### config.mk
export PLATFORM = sky130hd
export DESIGN_NAME = tape_period_level_regenerator_core
export DESIGN_NICKNAME = d
export VERILOG_FILES = /design/src/rtl/core/tprr_pkg.sv /design/src/rtl/core/tape_period_level_regenerator_core.sv /design/src/rtl/core/tprr_front.sv /design/src/rtl/core/tprr_classify.sv /design/src/rtl/core/tprr_fifo.sv /design/src/rtl/core/tprr_back.sv
export SDC_FILE = /design/constraint.sdc
export NUM_CORES = 1
export LEC_CHECK = 0
export BUFFER_PORTS_ARGS = -buffer_cell sky130_fd_sc_hd__buf_2
export CORE_ASPECT_RATIO = 1.25
export CORE_MARGIN = 2
export CORE_UTILIZATION = 43
export CTS_BUF_LIST = sky130_fd_sc_hd__clkbuf_4
export DETAILED_ROUTE_END_ITERATION = 7
export SLEW_MARGIN = 15
export SYNTH_ARGS = -nofsm -noshare
export SYNTH_HDL_FRONTEND = slang
export SYNTH_HIERARCHICAL = 1
export SYNTH_SLANG_ARGS = --single-unit
### constraint.sdc
create_clock -name clk_i -period 21.4 [get_ports clk_i]
set_input_delay 1.07 -clock clk_i [delete_from_list [all_inputs] [get_ports clk_i]]
set_output_delay 1.07 -clock clk_i [all_outputs]
set_load 0.03 [all_outputs]
### src/rtl/core/tprr_pkg.sv
package tprr_pkg;

  // widths of the item fields and of the configuration register
  localparam int SampleW = 8;
  localparam int ThrW    = 5;

  // saturating count width and longest emitted run
  localparam int CountBits = 16;
  localparam int MaxRun    = 64;

  // derived widths
  localparam int SumW  = CountBits + 1;
  localparam int RunW  = $clog2(MaxRun + 1);

  // run queue between classification and level output
  localparam int QueueDepth = 4;
  localparam int QPtrW      = $clog2(QueueDepth);

  // period classification steps
  localparam int PeriodStep = 9;
  localparam int LongSpan   = 2 * PeriodStep;
  localparam int OnesBias   = 4;
  localparam int VlBase     = 3;

  // division by the period step as a multiply by its reciprocal
  localparam int DivShift = CountBits + 4;
  localparam int DivMulW  = DivShift - 2;
  localparam logic [DivMulW-1:0] DivMul =
    DivMulW'((longint'(1) << DivShift) / PeriodStep + 1);

  // reset values
  localparam logic [ThrW-1:0]      ThrReset    = ThrW'(23);
  localparam logic [SampleW-1:0]   PeakReset   = '0;
  localparam logic [SampleW-1:0]   TroughReset = '1;
  localparam logic [SampleW-1:0]   SliceReset  = SampleW'(1 << (SampleW - 1));
  localparam logic [CountBits-1:0] CountMax    = '1;

  typedef enum logic [1:0] {
    ClsShort,
    ClsMid,
    ClsLong,
    ClsVeryLong
  } cls_e;

  // one finished period, as handed from the front to classification
  typedef struct packed {
    logic [CountBits-1:0] high;
    logic [CountBits-1:0] low;
    logic [SumW-1:0]      sum;
    logic [ThrW-1:0]      thr;
  } period_t;

  // one run of levels: ones levels of 1, then zeros up to total
  typedef struct packed {
    logic [RunW-1:0] total;
    logic [RunW-1:0] ones;
  } run_t;

  // midpoint of two samples, rounded down
  function automatic logic [SampleW-1:0] mid_level(input logic [SampleW-1:0] a,
                                                   input logic [SampleW-1:0] b);
    logic [SampleW:0] s;
    s = {1'b0, a} + {1'b0, b};
    return s[SampleW:1];
  endfunction

endpackage

### src/rtl/core/tape_period_level_regenerator_core.sv
// Tape period level regenerator: takes one 8-bit unsigned cassette sample per beat,
// slices the waveform at the midpoint of its tracked peak and trough, times each full
// period and sends out a run of regenerated levels (level 1 stands for byte 0xC0,
// level 0 for 0x40), with last_of_run_o marking the final level of each period.
// A sample is taken in every cycle; the input stalls only while a finished period
// waits behind a full classification stage and a full four-entry run queue. The
// output gives one level per cycle while out_stall_i is low, and a period's run of 2 to 64
// levels comes out without gaps; the first level of a run passes the finished-period slot,
// the classification stage, the run queue and the run sequencer on its way out. period_threshold
// is written through cfg_we_i/cfg_wdata_i, resets to 23 and should be changed only
// while no run is pending.
module tape_period_level_regenerator_core (
  input  logic                         clk_i,
  input  logic                         rst_ni,
  input  logic                         in_valid_i,
  output logic                         in_stall_o,
  input  logic [tprr_pkg::SampleW-1:0] sample_i,
  output logic                         out_valid_o,
  input  logic                         out_stall_i,
  output logic                         level_o,
  output logic                         last_of_run_o,
  input  logic                         cfg_we_i,
  input  logic [tprr_pkg::ThrW-1:0]    cfg_wdata_i
);
  import tprr_pkg::*;

  logic [ThrW-1:0] thr_q;
  logic            a_valid;
  period_t         a_period;
  logic            a_ready;
  logic            q_push;
  run_t            q_run;
  logic            q_full;
  logic            q_empty;
  logic            q_pop;
  run_t            q_head;

  // period threshold register
  always_ff @(posedge clk_i or negedge rst_ni) begin
    if (!rst_ni) begin
      thr_q <= ThrReset;
    end else if (cfg_we_i) begin
      thr_q <= cfg_wdata_i;
    end
  end

  tprr_front u_front (
    .clk_i      (clk_i),
    .rst_ni     (rst_ni),
    .in_valid_i (in_valid_i),
    .in_stall_o (in_stall_o),
    .sample_i   (sample_i),
    .thr_i      (thr_q),
    .a_ready_i  (a_ready),
    .a_valid_o  (a_valid),
    .a_period_o (a_period)
  );

  tprr_classify u_classify (
    .clk_i      (clk_i),
    .rst_ni     (rst_ni),
    .a_valid_i  (a_valid),
    .a_period_i (a_period),
    .a_ready_o  (a_ready),
    .q_full_i   (q_full),
    .push_o     (q_push),
    .run_o      (q_run)
  );

  tprr_fifo u_fifo (
    .clk_i   (clk_i),
    .rst_ni  (rst_ni),
    .push_i  (q_push),
    .data_i  (q_run),
    .full_o  (q_full),
    .pop_i   (q_pop),
    .empty_o (q_empty),
    .data_o  (q_head)
  );

  tprr_back u_back (
    .clk_i         (clk_i),
    .rst_ni        (rst_ni),
    .q_empty_i     (q_empty),
    .q_head_i      (q_head),
    .q_pop_o       (q_pop),
    .out_valid_o   (out_valid_o),
    .out_stall_i   (out_stall_i),
    .level_o       (level_o),
    .last_of_run_o (last_of_run_o)
  );

  // every queued run has at least two levels and no more ones than levels
  a_run_shape: assert property (@(posedge clk_i) disable iff (!rst_ni)
    q_push |-> (q_run.total >= RunW'(2)) && (q_run.ones <= q_run.total))
    else $error("malformed run descriptor queued");

  // input back-pressure only when a finished period is blocked by a full queue
  a_stall_cause: assert property (@(posedge clk_i) disable iff (!rst_ni)
    in_stall_o |-> a_valid && q_full)
    else $error("input stalled without a blocked period");

  // a run is delivered without gaps once its first level is taken
  a_run_unbroken: assert property (@(posedge clk_i) disable iff (!rst_ni)
    out_valid_o && !out_stall_i && !last_of_run_o |=> out_valid_o)
    else $error("gap inside a run of levels");

endmodule

### src/rtl/core/tprr_front.sv
module tprr_front (
  input  logic                         clk_i,
  input  logic                         rst_ni,
  input  logic                         in_valid_i,
  output logic                         in_stall_o,
  input  logic [tprr_pkg::SampleW-1:0] sample_i,
  input  logic [tprr_pkg::ThrW-1:0]    thr_i,
  input  logic                         a_ready_i,
  output logic                         a_valid_o,
  output tprr_pkg::period_t            a_period_o
);
  import tprr_pkg::*;

  logic [SampleW-1:0]   peak_q, peak_d;
  logic [SampleW-1:0]   trough_q, trough_d;
  logic                 rising_q, rising_d;
  logic [SampleW-1:0]   slice_q, slice_d;
  logic [SampleW-1:0]   prev_q, prev_d;
  logic                 low_half_q, low_half_d;
  logic [CountBits-1:0] high_cnt_q, high_cnt_d;
  logic [CountBits-1:0] low_cnt_q, low_cnt_d;
  logic                 a_vld_q, a_vld_d;
  period_t              a_per_q, a_per_d;
  logic                 accept;
  logic                 period_end;

  // a beat is taken unless the finished-period slot is blocked
  assign in_stall_o = a_vld_q && !a_ready_i;
  assign accept     = in_valid_i && !in_stall_o;

  // waveform tracking and half-period counting
  always_comb begin
    peak_d     = peak_q;
    trough_d   = trough_q;
    rising_d   = rising_q;
    slice_d    = slice_q;
    prev_d     = prev_q;
    low_half_d = low_half_q;
    high_cnt_d = high_cnt_q;
    low_cnt_d  = low_cnt_q;
    period_end = 1'b0;
    if (accept) begin
      prev_d = sample_i;
      if (!low_half_q) begin
        if (sample_i > peak_q) begin
          peak_d = sample_i;
        end
        if (sample_i < prev_q && rising_q) begin
          rising_d = 1'b0;
          slice_d  = mid_level(peak_d, trough_q);
          trough_d = TroughReset;
        end
        if (sample_i > slice_d) begin
          if (high_cnt_q != CountMax) begin
            high_cnt_d = high_cnt_q + 1'b1;
          end
        end else begin
          low_half_d = 1'b1;
        end
      end else begin
        if (sample_i < trough_q) begin
          trough_d = sample_i;
        end
        if (sample_i > prev_q && !rising_q) begin
          rising_d = 1'b1;
          slice_d  = mid_level(peak_q, trough_d);
          peak_d   = PeakReset;
        end
        if (sample_i < slice_d) begin
          if (low_cnt_q != CountMax) begin
            low_cnt_d = low_cnt_q + 1'b1;
          end
        end else begin
          period_end = 1'b1;
          high_cnt_d = '0;
          low_cnt_d  = '0;
          low_half_d = 1'b0;
        end
      end
    end
  end

  // finished-period slot
  always_comb begin
    a_per_d = a_per_q;
    if (period_end) begin
      a_vld_d     = 1'b1;
      a_per_d.high = high_cnt_q;
      a_per_d.low  = low_cnt_q;
      a_per_d.sum  = {1'b0, high_cnt_q} + {1'b0, low_cnt_q};
      a_per_d.thr  = thr_i;
    end else if (a_ready_i) begin
      a_vld_d = 1'b0;
    end else begin
      a_vld_d = a_vld_q;
    end
  end

  always_ff @(posedge clk_i or negedge rst_ni) begin
    if (!rst_ni) begin
      peak_q     <= PeakReset;
      trough_q   <= TroughReset;
      rising_q   <= 1'b0;
      slice_q    <= SliceReset;
      prev_q     <= '0;
      low_half_q <= 1'b0;
      high_cnt_q <= '0;
      low_cnt_q  <= '0;
      a_vld_q    <= 1'b0;
    end else begin
      peak_q     <= peak_d;
      trough_q   <= trough_d;
      rising_q   <= rising_d;
      slice_q    <= slice_d;
      prev_q     <= prev_d;
      low_half_q <= low_half_d;
      high_cnt_q <= high_cnt_d;
      low_cnt_q  <= low_cnt_d;
      a_vld_q    <= a_vld_d;
    end
  end

  // period payload
  always_ff @(posedge clk_i) begin
    a_per_q <= a_per_d;
  end

  assign a_valid_o  = a_vld_q;
  assign a_period_o = a_per_q;

endmodule

### src/rtl/core/tprr_classify.sv
module tprr_classify (
  input  logic              clk_i,
  input  logic              rst_ni,
  input  logic              a_valid_i,
  input  tprr_pkg::period_t a_period_i,
  output logic              a_ready_o,
  input  logic              q_full_i,
  output logic              push_o,
  output tprr_pkg::run_t    run_o
);
  import tprr_pkg::*;

  localparam int ProdW = SumW + DivMulW;
  localparam int WideW = SumW + 1;

  logic                b_vld_q;
  cls_e                b_cls_q, b_cls_d;
  logic                b_hl_q, b_hl_d;
  logic                b_hm_q, b_hm_d;
  logic                b_ht_q, b_ht_d;
  logic [SumW-1:0]     b_qf_q, b_qf_d;
  logic [SumW-1:0]     b_qo_q, b_qo_d;
  logic                b_ready;
  logic [SumW-1:0]     thr_ext;
  logic [SumW-1:0]     high_ext;
  logic [SumW-1:0]     diff;
  logic [SumW-1:0]     biased;
  logic [ProdW-1:0]    prod_f;
  logic [ProdW-1:0]    prod_o;
  logic [WideW-1:0]    full_w;
  logic [WideW-1:0]    ones_w;
  logic [WideW-1:0]    tot_w;
  logic [WideW-1:0]    tot_cap;
  logic [WideW-1:0]    ones_cap;

  assign b_ready   = !b_vld_q || !q_full_i;
  assign a_ready_o = b_ready;
  assign push_o    = b_vld_q && !q_full_i;

  // class, comparisons and the two divisions by the period step
  always_comb begin
    thr_ext  = SumW'(a_period_i.thr);
    high_ext = {1'b0, a_period_i.high};
    diff     = a_period_i.sum - thr_ext;
    biased   = high_ext + SumW'(OnesBias);
    prod_f   = ProdW'(diff) * ProdW'(DivMul);
    prod_o   = ProdW'(biased) * ProdW'(DivMul);
    b_qf_d   = SumW'(prod_f >> DivShift);
    b_qo_d   = SumW'(prod_o >> DivShift);
    b_hl_d   = a_period_i.high > a_period_i.low;
    b_hm_d   = (high_ext + SumW'(PeriodStep)) > thr_ext;
    b_ht_d   = high_ext > thr_ext;
    if (a_period_i.sum < thr_ext) begin
      b_cls_d = ClsShort;
    end else if (a_period_i.sum < thr_ext + SumW'(PeriodStep)) begin
      b_cls_d = ClsMid;
    end else if (a_period_i.sum < thr_ext + SumW'(LongSpan)) begin
      b_cls_d = ClsLong;
    end else begin
      b_cls_d = ClsVeryLong;
    end
  end

  always_ff @(posedge clk_i or negedge rst_ni) begin
    if (!rst_ni) begin
      b_vld_q <= 1'b0;
    end else if (b_ready) begin
      b_vld_q <= a_valid_i;
    end
  end

  // classified period payload
  always_ff @(posedge clk_i) begin
    if (b_ready) begin
      b_cls_q <= b_cls_d;
      b_hl_q  <= b_hl_d;
      b_hm_q  <= b_hm_d;
      b_ht_q  <= b_ht_d;
      b_qf_q  <= b_qf_d;
      b_qo_q  <= b_qo_d;
    end
  end

  // very long run: length and ones, capped
  always_comb begin
    full_w = WideW'(b_qf_q) + WideW'(VlBase);
    ones_w = WideW'(b_qo_q);
    if (ones_w == full_w) begin
      ones_w = ones_w - 1'b1;
    end
    tot_w    = (ones_w > full_w) ? ones_w : full_w;
    tot_cap  = (tot_w > WideW'(MaxRun)) ? WideW'(MaxRun) : tot_w;
    ones_cap = (ones_w > tot_cap) ? tot_cap : ones_w;
  end

  // run descriptor for the queue
  always_comb begin
    case (b_cls_q)
      ClsShort: begin
        run_o.total = RunW'(2);
        run_o.ones  = RunW'(1);
      end
      ClsMid: begin
        run_o.total = RunW'(3);
        run_o.ones  = RunW'(1) + RunW'(b_hl_q);
      end
      ClsLong: begin
        run_o.total = RunW'(4);
        run_o.ones  = RunW'(1) + RunW'(b_hm_q) + RunW'(b_ht_q);
      end
      default: begin
        run_o.total = RunW'(tot_cap);
        run_o.ones  = RunW'(ones_cap);
      end
    endcase
  end

endmodule

### src/rtl/core/tprr_fifo.sv
module tprr_fifo (
  input  logic           clk_i,
  input  logic           rst_ni,
  input  logic           push_i,
  input  tprr_pkg::run_t data_i,
  output logic           full_o,
  input  logic           pop_i,
  output logic           empty_o,
  output tprr_pkg::run_t data_o
);
  import tprr_pkg::*;

  run_t             mem_q [QueueDepth];
  logic [QPtrW-1:0] wr_q, rd_q;
  logic [QPtrW:0]   cnt_q;
  logic             do_push;
  logic             do_pop;

  assign full_o  = cnt_q == (QPtrW + 1)'(QueueDepth);
  assign empty_o = cnt_q == '0;
  assign do_push = push_i && !full_o;
  assign do_pop  = pop_i && !empty_o;
  assign data_o  = mem_q[rd_q];

  // pointers and fill level
  always_ff @(posedge clk_i or negedge rst_ni) begin
    if (!rst_ni) begin
      wr_q  <= '0;
      rd_q  <= '0;
      cnt_q <= '0;
    end else begin
      if (do_push) begin
        wr_q <= wr_q + 1'b1;
      end
      if (do_pop) begin
        rd_q <= rd_q + 1'b1;
      end
      if (do_push && !do_pop) begin
        cnt_q <= cnt_q + 1'b1;
      end else if (do_pop && !do_push) begin
        cnt_q <= cnt_q - 1'b1;
      end
    end
  end

  // entry storage
  always_ff @(posedge clk_i) begin
    if (do_push) begin
      mem_q[wr_q] <= data_i;
    end
  end

endmodule

### src/rtl/core/tprr_back.sv
module tprr_back (
  input  logic           clk_i,
  input  logic           rst_ni,
  input  logic           q_empty_i,
  input  tprr_pkg::run_t q_head_i,
  output logic           q_pop_o,
  output logic           out_valid_o,
  input  logic           out_stall_i,
  output logic           level_o,
  output logic           last_of_run_o
);
  import tprr_pkg::*;

  logic            cur_vld_q, cur_vld_d;
  logic [RunW-1:0] idx_q, idx_d;
  logic [RunW-1:0] tot_q, tot_d;
  logic [RunW-1:0] ones_q, ones_d;
  logic            out_vld_q, out_vld_d;
  logic            out_lvl_q, out_lvl_d;
  logic            out_last_q, out_last_d;
  logic            slot_free;
  logic            emit;
  logic            is_last;
  logic            load;

  assign slot_free = !out_vld_q || !out_stall_i;
  assign emit      = slot_free && cur_vld_q;
  assign is_last   = idx_q == (tot_q - 1'b1);
  assign load      = !q_empty_i && (!cur_vld_q || (emit && is_last));
  assign q_pop_o   = load;

  // level sequencing within a run
  always_comb begin
    cur_vld_d  = cur_vld_q;
    idx_d      = idx_q;
    tot_d      = tot_q;
    ones_d     = ones_q;
    out_vld_d  = out_vld_q;
    out_lvl_d  = out_lvl_q;
    out_last_d = out_last_q;
    if (emit) begin
      out_vld_d  = 1'b1;
      out_lvl_d  = idx_q < ones_q;
      out_last_d = is_last;
      idx_d      = idx_q + 1'b1;
      if (is_last) begin
        cur_vld_d = 1'b0;
      end
    end else if (slot_free) begin
      out_vld_d = 1'b0;
    end
    if (load) begin
      cur_vld_d = 1'b1;
      idx_d     = '0;
      tot_d     = q_head_i.total;
      ones_d    = q_head_i.ones;
    end
  end

  always_ff @(posedge clk_i or negedge rst_ni) begin
    if (!rst_ni) begin
      cur_vld_q <= 1'b0;
      out_vld_q <= 1'b0;
    end else begin
      cur_vld_q <= cur_vld_d;
      out_vld_q <= out_vld_d;
    end
  end

  // run and output payload
  always_ff @(posedge clk_i) begin
    idx_q      <= idx_d;
    tot_q      <= tot_d;
    ones_q     <= ones_d;
    out_lvl_q  <= out_lvl_d;
    out_last_q <= out_last_d;
  end

  assign out_valid_o   = out_vld_q;
  assign level_o       = out_lvl_q;
  assign last_of_run_o = out_last_q;

endmodule

---- Yosys cells after proc, flatten, opt, wreduce, memory -nomap -nowiden ----
Memories as Yosys holds them, arrays and structs flattened. A register that Yosys moved wholly into a read port is not among the register bits.
Index checks and enable logic that the tools add are counted.
W data, S select, Z words.
storage, ports and cells
  bits in registers ....................... 178
  latch bits .............................. 0
  RAM bits ................................ 56
  memory bits (read-only) ................. 0
  memories kept ........................... 1
operators by class
  $add $sub $neg .......................... 21
  $mul .................................... 2
  div/mod/pow operators ................... 0
  $lt $le $gt $ge ......................... 16
  equal/unequal tests ..................... 10
  shift-type cells ........................ 0
  mux-type cells .......................... 50
  bitwise gates (word level) .............. 0
  reduce and logical (&&, ||, !) cells .... 43
memory list
  name          depth  width  read ports  clocked after memory_dff  wr ports  RTL line         RTL
  u_fifo.mem_q  4      14     1           1                         1         tprr_fifo.sv:13  run_t mem_q [QueueDepth];
operators with widths
  kind                      count
  $mux W8                   17
  $mux W16                  6
  $mul A17 B17 Y34 const B  2
  $mux W18                  3
  $pmux W14 S3              1
  $lt A17 B17 Y1            2
  $add A16 B1 Y16 const B   2
  $ne A16 B16 Y1 const B    2
  $gt A8 B8 Y1              3
  $lt A8 B8 Y1              3
  $mux W1                   20
  $add A8 B8 Y9             2
  $eq A14 B18 Y1            1
  $gt A18 B15 Y1            1
  $gt A18 B18 Y1            1
  $gt A18 B7 Y1 const B     1
  $add A16 B16 Y17          1
  $add A16 B3 Y17 const B   1
  $add A16 B4 Y17 const B   1
  $gt A17 B5 Y1             1
  $lt A17 B5 Y1             1
  $sub A17 B5 Y17           1
  $gt A16 B16 Y1            1
  $gt A16 B5 Y1             1
  29 further kinds          67

---- Logic depth before layout (Yosys ltp) ----
  depth after elaboration ................. 17
  mapped depth ............................ 33
  mapped depth without buffers ............ 31

---- Modules after synthesis ----
The synthesis kept the hierarchy.
modules (own cells, without submodules)
  module                              times used  cells each  area an instance (um2)
  tprr_classify                       1           1404        13331.5
  tprr_front                          1           702         7203.2
  tprr_fifo                           1           109         2462.4
  tprr_back                           1           111         1263.7
  tape_period_level_regenerator_core  1           10          186.4

---- Worst setup path after synthesis ----
Ideal clock, no wire load.
  path kind ............................... register -> register
  start ................................... register u_front.a_per_q (netlist bit u_front/a_period_o[0])
  end ..................................... register u_classify.b_qf_q[13] (data pin)
  arrival time ............................ 7364 ps
  required time ........................... 21140 ps
  slack ................................... 13776 ps
  stages on the path, launching flop included .. 26
  buffers on the path ..................... 0
  cells stage by stage .................... edfxtp_1 ha_1 inv_1 fa_1 a21o_1 a21oi_1 o21ai_0 or3_1 nor3_1 xor2_1 fa_1 ha_1 fa_1 fa_1 fa_1 fa_1 ha_1 or2_2 a21oi_1 nor2_1 a221oi_1 o21ai_0 a211oi_1 o31ai_1 a21oi_1 xnor2_1
between the ends
  longest elaborated chain between the ends .. 2
RTL lines
  item                       RTL line             RTL
  start: declaration         tprr_front.sv:23     period_t a_per_q, a_per_d;
  start signal: assignment   tprr_front.sv:125    a_per_q <= a_per_d;
  $sub A17 B5 Y17            tprr_classify.sv:44  diff = a_period_i.sum - thr_ext;
  $mul A17 B17 Y34           tprr_classify.sv:46  prod_f = ProdW'(diff) * ProdW'(DivMul);
  net u_classify.b_qf_d[13]  tprr_classify.sv:21  logic [SumW-1:0] b_qf_q, b_qf_d;
  end signal: assignment     tprr_classify.sv:79  b_qf_q <= b_qf_d;
  end: declaration           tprr_classify.sv:21
The timed path passes the listed nets, and every way through them passes these cells.
A chain may end at the register's enable or synchronous reset.

==> results.md <==
CTS:
- At the later pin of the worst-skew pair, clock insertion delay measures 820 ps.
- The cell at the root of the clock tree is sky130_fd_sc_hd__clkbuf_4.
- In this run the number of H-tree levels came out at 3.
- In this run, CTS created clock tree buffers numbering 72.
- Clock-pin slew was measured on the worst setup and hold paths at 70 ps.
- The TritonCTS clock tree is done.
- The hold buffer count at CTS is 0.
- The number of setup buffers added after CTS is 0.
- The maximum clock insertion buffer count is 3.
- Once the clock tree was built, the resizer swapped 0 gates to a different size.
- The total number of clock tree sinks is 248.

Setup path:
- The critical path's top delay family is compound AO/OA/AOI/OAI gates.
- The delay contributed by the slowest stage of the critical path is 600 ps.
- The startpoint identified for the worst register-to-register timing path is u_classify/b_qf_q[0].
- The nature of the critical path startpoint is a flip-flop.
- Counting buffers and inverters, the worst setup path is 31 cells deep.
- For the worst setup path, the data arrival time is 9820 ps.
- For the worst setup path, the data required time is 21940 ps.
- The number of buffers and inverters on the critical path is 1.
- The slowest stage of the critical path is the sky130_fd_sc_hd__nor4_4 cell.
- The count of cells along the worst register-to-register path is 31.
- The most frequent cell on the critical path is sky130_fd_sc_hd__o21ai_0.
- The worst register-to-register path ends at u_fifo/mem_q[2][0].
- The worst setup path is of the flip-flop to flip-flop kind.
- STA classifies the critical path endpoint as a flip-flop.
- The setup slack of the worst register-to-register path is 12120 ps.
- The critical-path maximum fanout is 11.

Cells and area:
- The library cells used most frequently in the layout, excluding fill and tap cells, are sky130_fd_sc_hd__ha_1 (426), sky130_fd_sc_hd__inv_1 (269), sky130_fd_sc_hd__edfxtp_1 (159).
- The final instance area is 26200 µm².
- The count of fill cells added during filler insertion is 5305.
- The area used by sequential logic in the layout is 6980 µm².
- Leaving out fill and tap cells, the most frequent cell in the layout is sky130_fd_sc_hd__ha_1.
- The number of nets in the layout is 2997.
- The proportion of layout cells with a drive suffix above 1 is 0.0920.
- The area occupied by multi-input gates is 16300 µm².
- Relative to the synthesized area, the layout overhead comes to 7.34%.

STA:
- Setup repair after global routing left no endpoint under its margin.
- The slew at the pin closest to its max-slew limit is 966 ps.
- Dividing the final minimum period by the clock period gives 0.434.
- Setup violations remaining at the end of the flow were counted as 0.
- In this run the tightest slew margin relative to its limit is 0.339.
- Static timing analysis puts the maximum clock frequency at 108 MHz.
- Across the routed clock network, the largest skew measured is 97.2 ps.
- The total negative setup slack is 0 ps.
- The hold violation count in the final report is 0.
- The final number of max-transition violations is 0.
- The post-route minimum period is 9280 ps.

Place:
- The routability congestion estimate from global placement is 0.922.
- The total of buffers placed on input and output ports is 21.
- After detailed placement, the total cell area comes to 25300 µm².
- Summed over all nets, the half-perimeter wirelength after detailed placement is 47700 µm.

Floorplan:
- The x dimension of the die is 217 µm.
- The y dimension of the die is 271 µm.
- The floorplan step defined a die boundary enclosing 58800 µm².
- For this design the top-level I/O count stands at 22.
- The initial utilization of the core area, before any placement, comes to 0.436.
- The total core area is 56100 µm².
- The row count is 97.

Route:
- In the routed design, unresolved DRC markers number 0.
- After detailed routing, the met3 layer carries 1800 µm of wire.
- The routed layout has 17600 vias.
- Routed signal wires occupy layers up through met4.
- In the final routed layout, each cell accounts on average for 18.5 µm.
- The wire length on met2 is 31500 µm.
- The count of nets left with antenna violations once routing finished came out at 0.
- The length of routed wiring on met1 is 23700 µm.
- The length of the first detailed-routing pass in iterations is 7.
- The wire length after detailed routing is 59200 µm.
- The initial detailed-routing violation count is 897.
- The via density per instance is 5.49.

Global routing:
- The via count of the first global-routing pass is 18900.
- The number of antenna violations at the first check in global routing is 2.
- The global routing usage summed across all routing layers is 0.208.
- The global-route congestion overflow total is 0.
- The first global-routing pass estimated 97300 µm of wire.
- The largest net degree at the start of global routing is 58.

Logic synthesis:
- The yosys synthesis warning count is 6.
- The mean instance size in the synthesized netlist is 10.5 µm².
- In this run, synthesis produced a sequential element count of 248.
- The share of flip-flops with an asynchronous set or reset after synthesis is 0.331.
- For this run, the leading register cell type out of synthesis is sky130_fd_sc_hd__edfxtp_1.
- The number of distinct library cells after synthesis is 101.
- The sequential element share of the synthesized area is 0.286.
- The cell area that synthesis handed to floorplanning was 24400 µm².
- Counting flops with a built-in enable in the synthesized netlist gives 159.
- Synthesis produced 2336 cells.

Flow run:
- The max-cap violation count is 0.

Status:
- The flow ran to the end, and the final reports show no timing, DRC or antenna violations.

Hold path:
- The class of the worst hold path is input port to asynchronous set/reset pin.
## cell usage after synthesis (9+ instances only)
cell type | count | area, µm²
sky130_fd_sc_hd__nand3_1 | 54 | 270
sky130_fd_sc_hd__nand4_1 | 38 | 238
sky130_fd_sc_hd__clkbuf_1 | 27 | 101
sky130_fd_sc_hd__a21oi_1 | 116 | 581
sky130_fd_sc_hd__nor2b_1 | 29 | 181
sky130_fd_sc_hd__inv_1 | 270 | 1010
sky130_fd_sc_hd__a31oi_1 | 15 | 93.8
sky130_fd_sc_hd__a2111oi_0 | 9 | 78.8
sky130_fd_sc_hd__o21bai_1 | 9 | 67.6
sky130_fd_sc_hd__ha_1 | 426 | 5330
sky130_fd_sc_hd__and2_1 | 20 | 125
sky130_fd_sc_hd__nand2_1 | 120 | 450
sky130_fd_sc_hd__nand2b_1 | 27 | 169
sky130_fd_sc_hd__dfrtp_1 | 69 | 1730
sky130_fd_sc_hd__mux4_2 | 13 | 293
sky130_fd_sc_hd__a21o_1 | 29 | 218
sky130_fd_sc_hd__fa_1 | 153 | 3060
sky130_fd_sc_hd__mux2_2 | 15 | 169
sky130_fd_sc_hd__a22o_1 | 12 | 105
sky130_fd_sc_hd__xor2_1 | 63 | 552
sky130_fd_sc_hd__a211oi_1 | 15 | 113
sky130_fd_sc_hd__o21a_1 | 23 | 173
sky130_fd_sc_hd__or2_2 | 12 | 75.1
sky130_fd_sc_hd__o21ai_0 | 91 | 455
sky130_fd_sc_hd__mux2i_1 | 19 | 190
sky130_fd_sc_hd__edfxtp_1 | 159 | 4770
sky130_fd_sc_hd__nor2_1 | 129 | 484
sky130_fd_sc_hd__xnor2_1 | 93 | 815
sky130_fd_sc_hd__dfstp_2 | 13 | 342
sky130_fd_sc_hd__or3_1 | 19 | 119
sky130_fd_sc_hd__and3_1 | 14 | 87.6
sky130_fd_sc_hd__nor3_1 | 40 | 200
sky130_fd_sc_hd__nor4_1 | 21 | 131
## worst max path at each step
stage / startpoint / end
finish: u_classify/b_qf_q[0] / u_fifo/mem_q[2][0]
global route: u_classify/b_qf_q[0] / u_fifo/mem_q[2][0]
CTS: u_classify/b_qf_q[0] / u_fifo/mem_q[2][0]
detailed placement: u_classify/b_qf_q[0] / u_fifo/mem_q[0][0]
global placement: u_classify/b_qf_q[0] / u_fifo/mem_q[0][0]
floorplan: u_front/a_period_o[0] / u_classify/b_qf_q[13]
## per-layer routing
| metal | GRT usage | vias up |
|---|---|---|
| met4 | 0.0835 | 0 |
| li1 | - | 8524 |
| met5 | 0 | - |
| met1 | 0.233 | 8604 |
| met2 | 0.392 | 326 |
| met3 | 0.0286 | 133 |
## worst reg2reg max path: cells and delay by family (launching register included)
kind	cells	cell delay (ps)
compound gates	16	3930
buf+inv	1	150
xor+xnor	3	890
simple gates	8	2610
flops	1	480
fa+ha+maj	3	1020
## logic make-up (layout without fill, tap and decap cells)
family | Yosys count | after routing | synth area share
AOI/OAI and AO/OA | 417 | 417 | 0.112
DFF | 248 | 248 | 0.286
other | 1 | 12 | 0.000153
adders and majority gates | 579 | 579 | 0.343
and+or+nand+nor | 567 | 567 | 0.121
muxes | 49 | 49 | 0.0284
buffers and inverters | 316 | 429 | 0.0506
xor gates and xnor gates | 159 | 159 | 0.0587
## metrics by stage
stage,std cells,utilization,worst slack [ps],hold slack [ps]
after CTS,3199,0.468,12170,69.4
after floorplan,2344,-,13780,421
after global routing,3202,0.468,11280,104
after detailed placement,3068,0.452,12160,483
final,3202,0.468,12120,159
after global placement,3068,0.452,12350,464
## registers in the layout, indices dropped and copies added, names as in the netlist, 2 cells and up
register / cells
thr_q: 5
u_back/idx_q: 7
u_back/ones_q: 7
u_back/tot_q: 7
u_classify/b_cls_q: 2
u_classify/b_qf_q: 14
u_classify/b_qo_q: 14
u_fifo/cnt_q: 3
u_fifo/mem_q: 56
u_fifo/rd_q: 2
u_fifo/wr_q: 2
u_front/a_period_o: 54
u_front/high_cnt_q: 16
u_front/low_cnt_q: 16
u_front/peak_q: 8
u_front/prev_q: 8
u_front/slice_q: 8
u_front/trough_q: 8
## cell type report
| cell class | count | share of cell area |
|---|---|---|
| antenna | 3 | 0.000286 |
| tap | 742 | 0.0354 |
| clock inverter | 33 | 0.00601 |
| multi-input combinational | 1780 | 0.620 |
| clock buffer | 98 | 0.0280 |
| timing repair buffer | 27 | 0.00582 |
| sequential | 248 | 0.266 |
| inverter | 271 | 0.0388 |
Power is not shown: default switching activity piles up to over one toggle a cycle in this logic, so the estimate is an artifact.
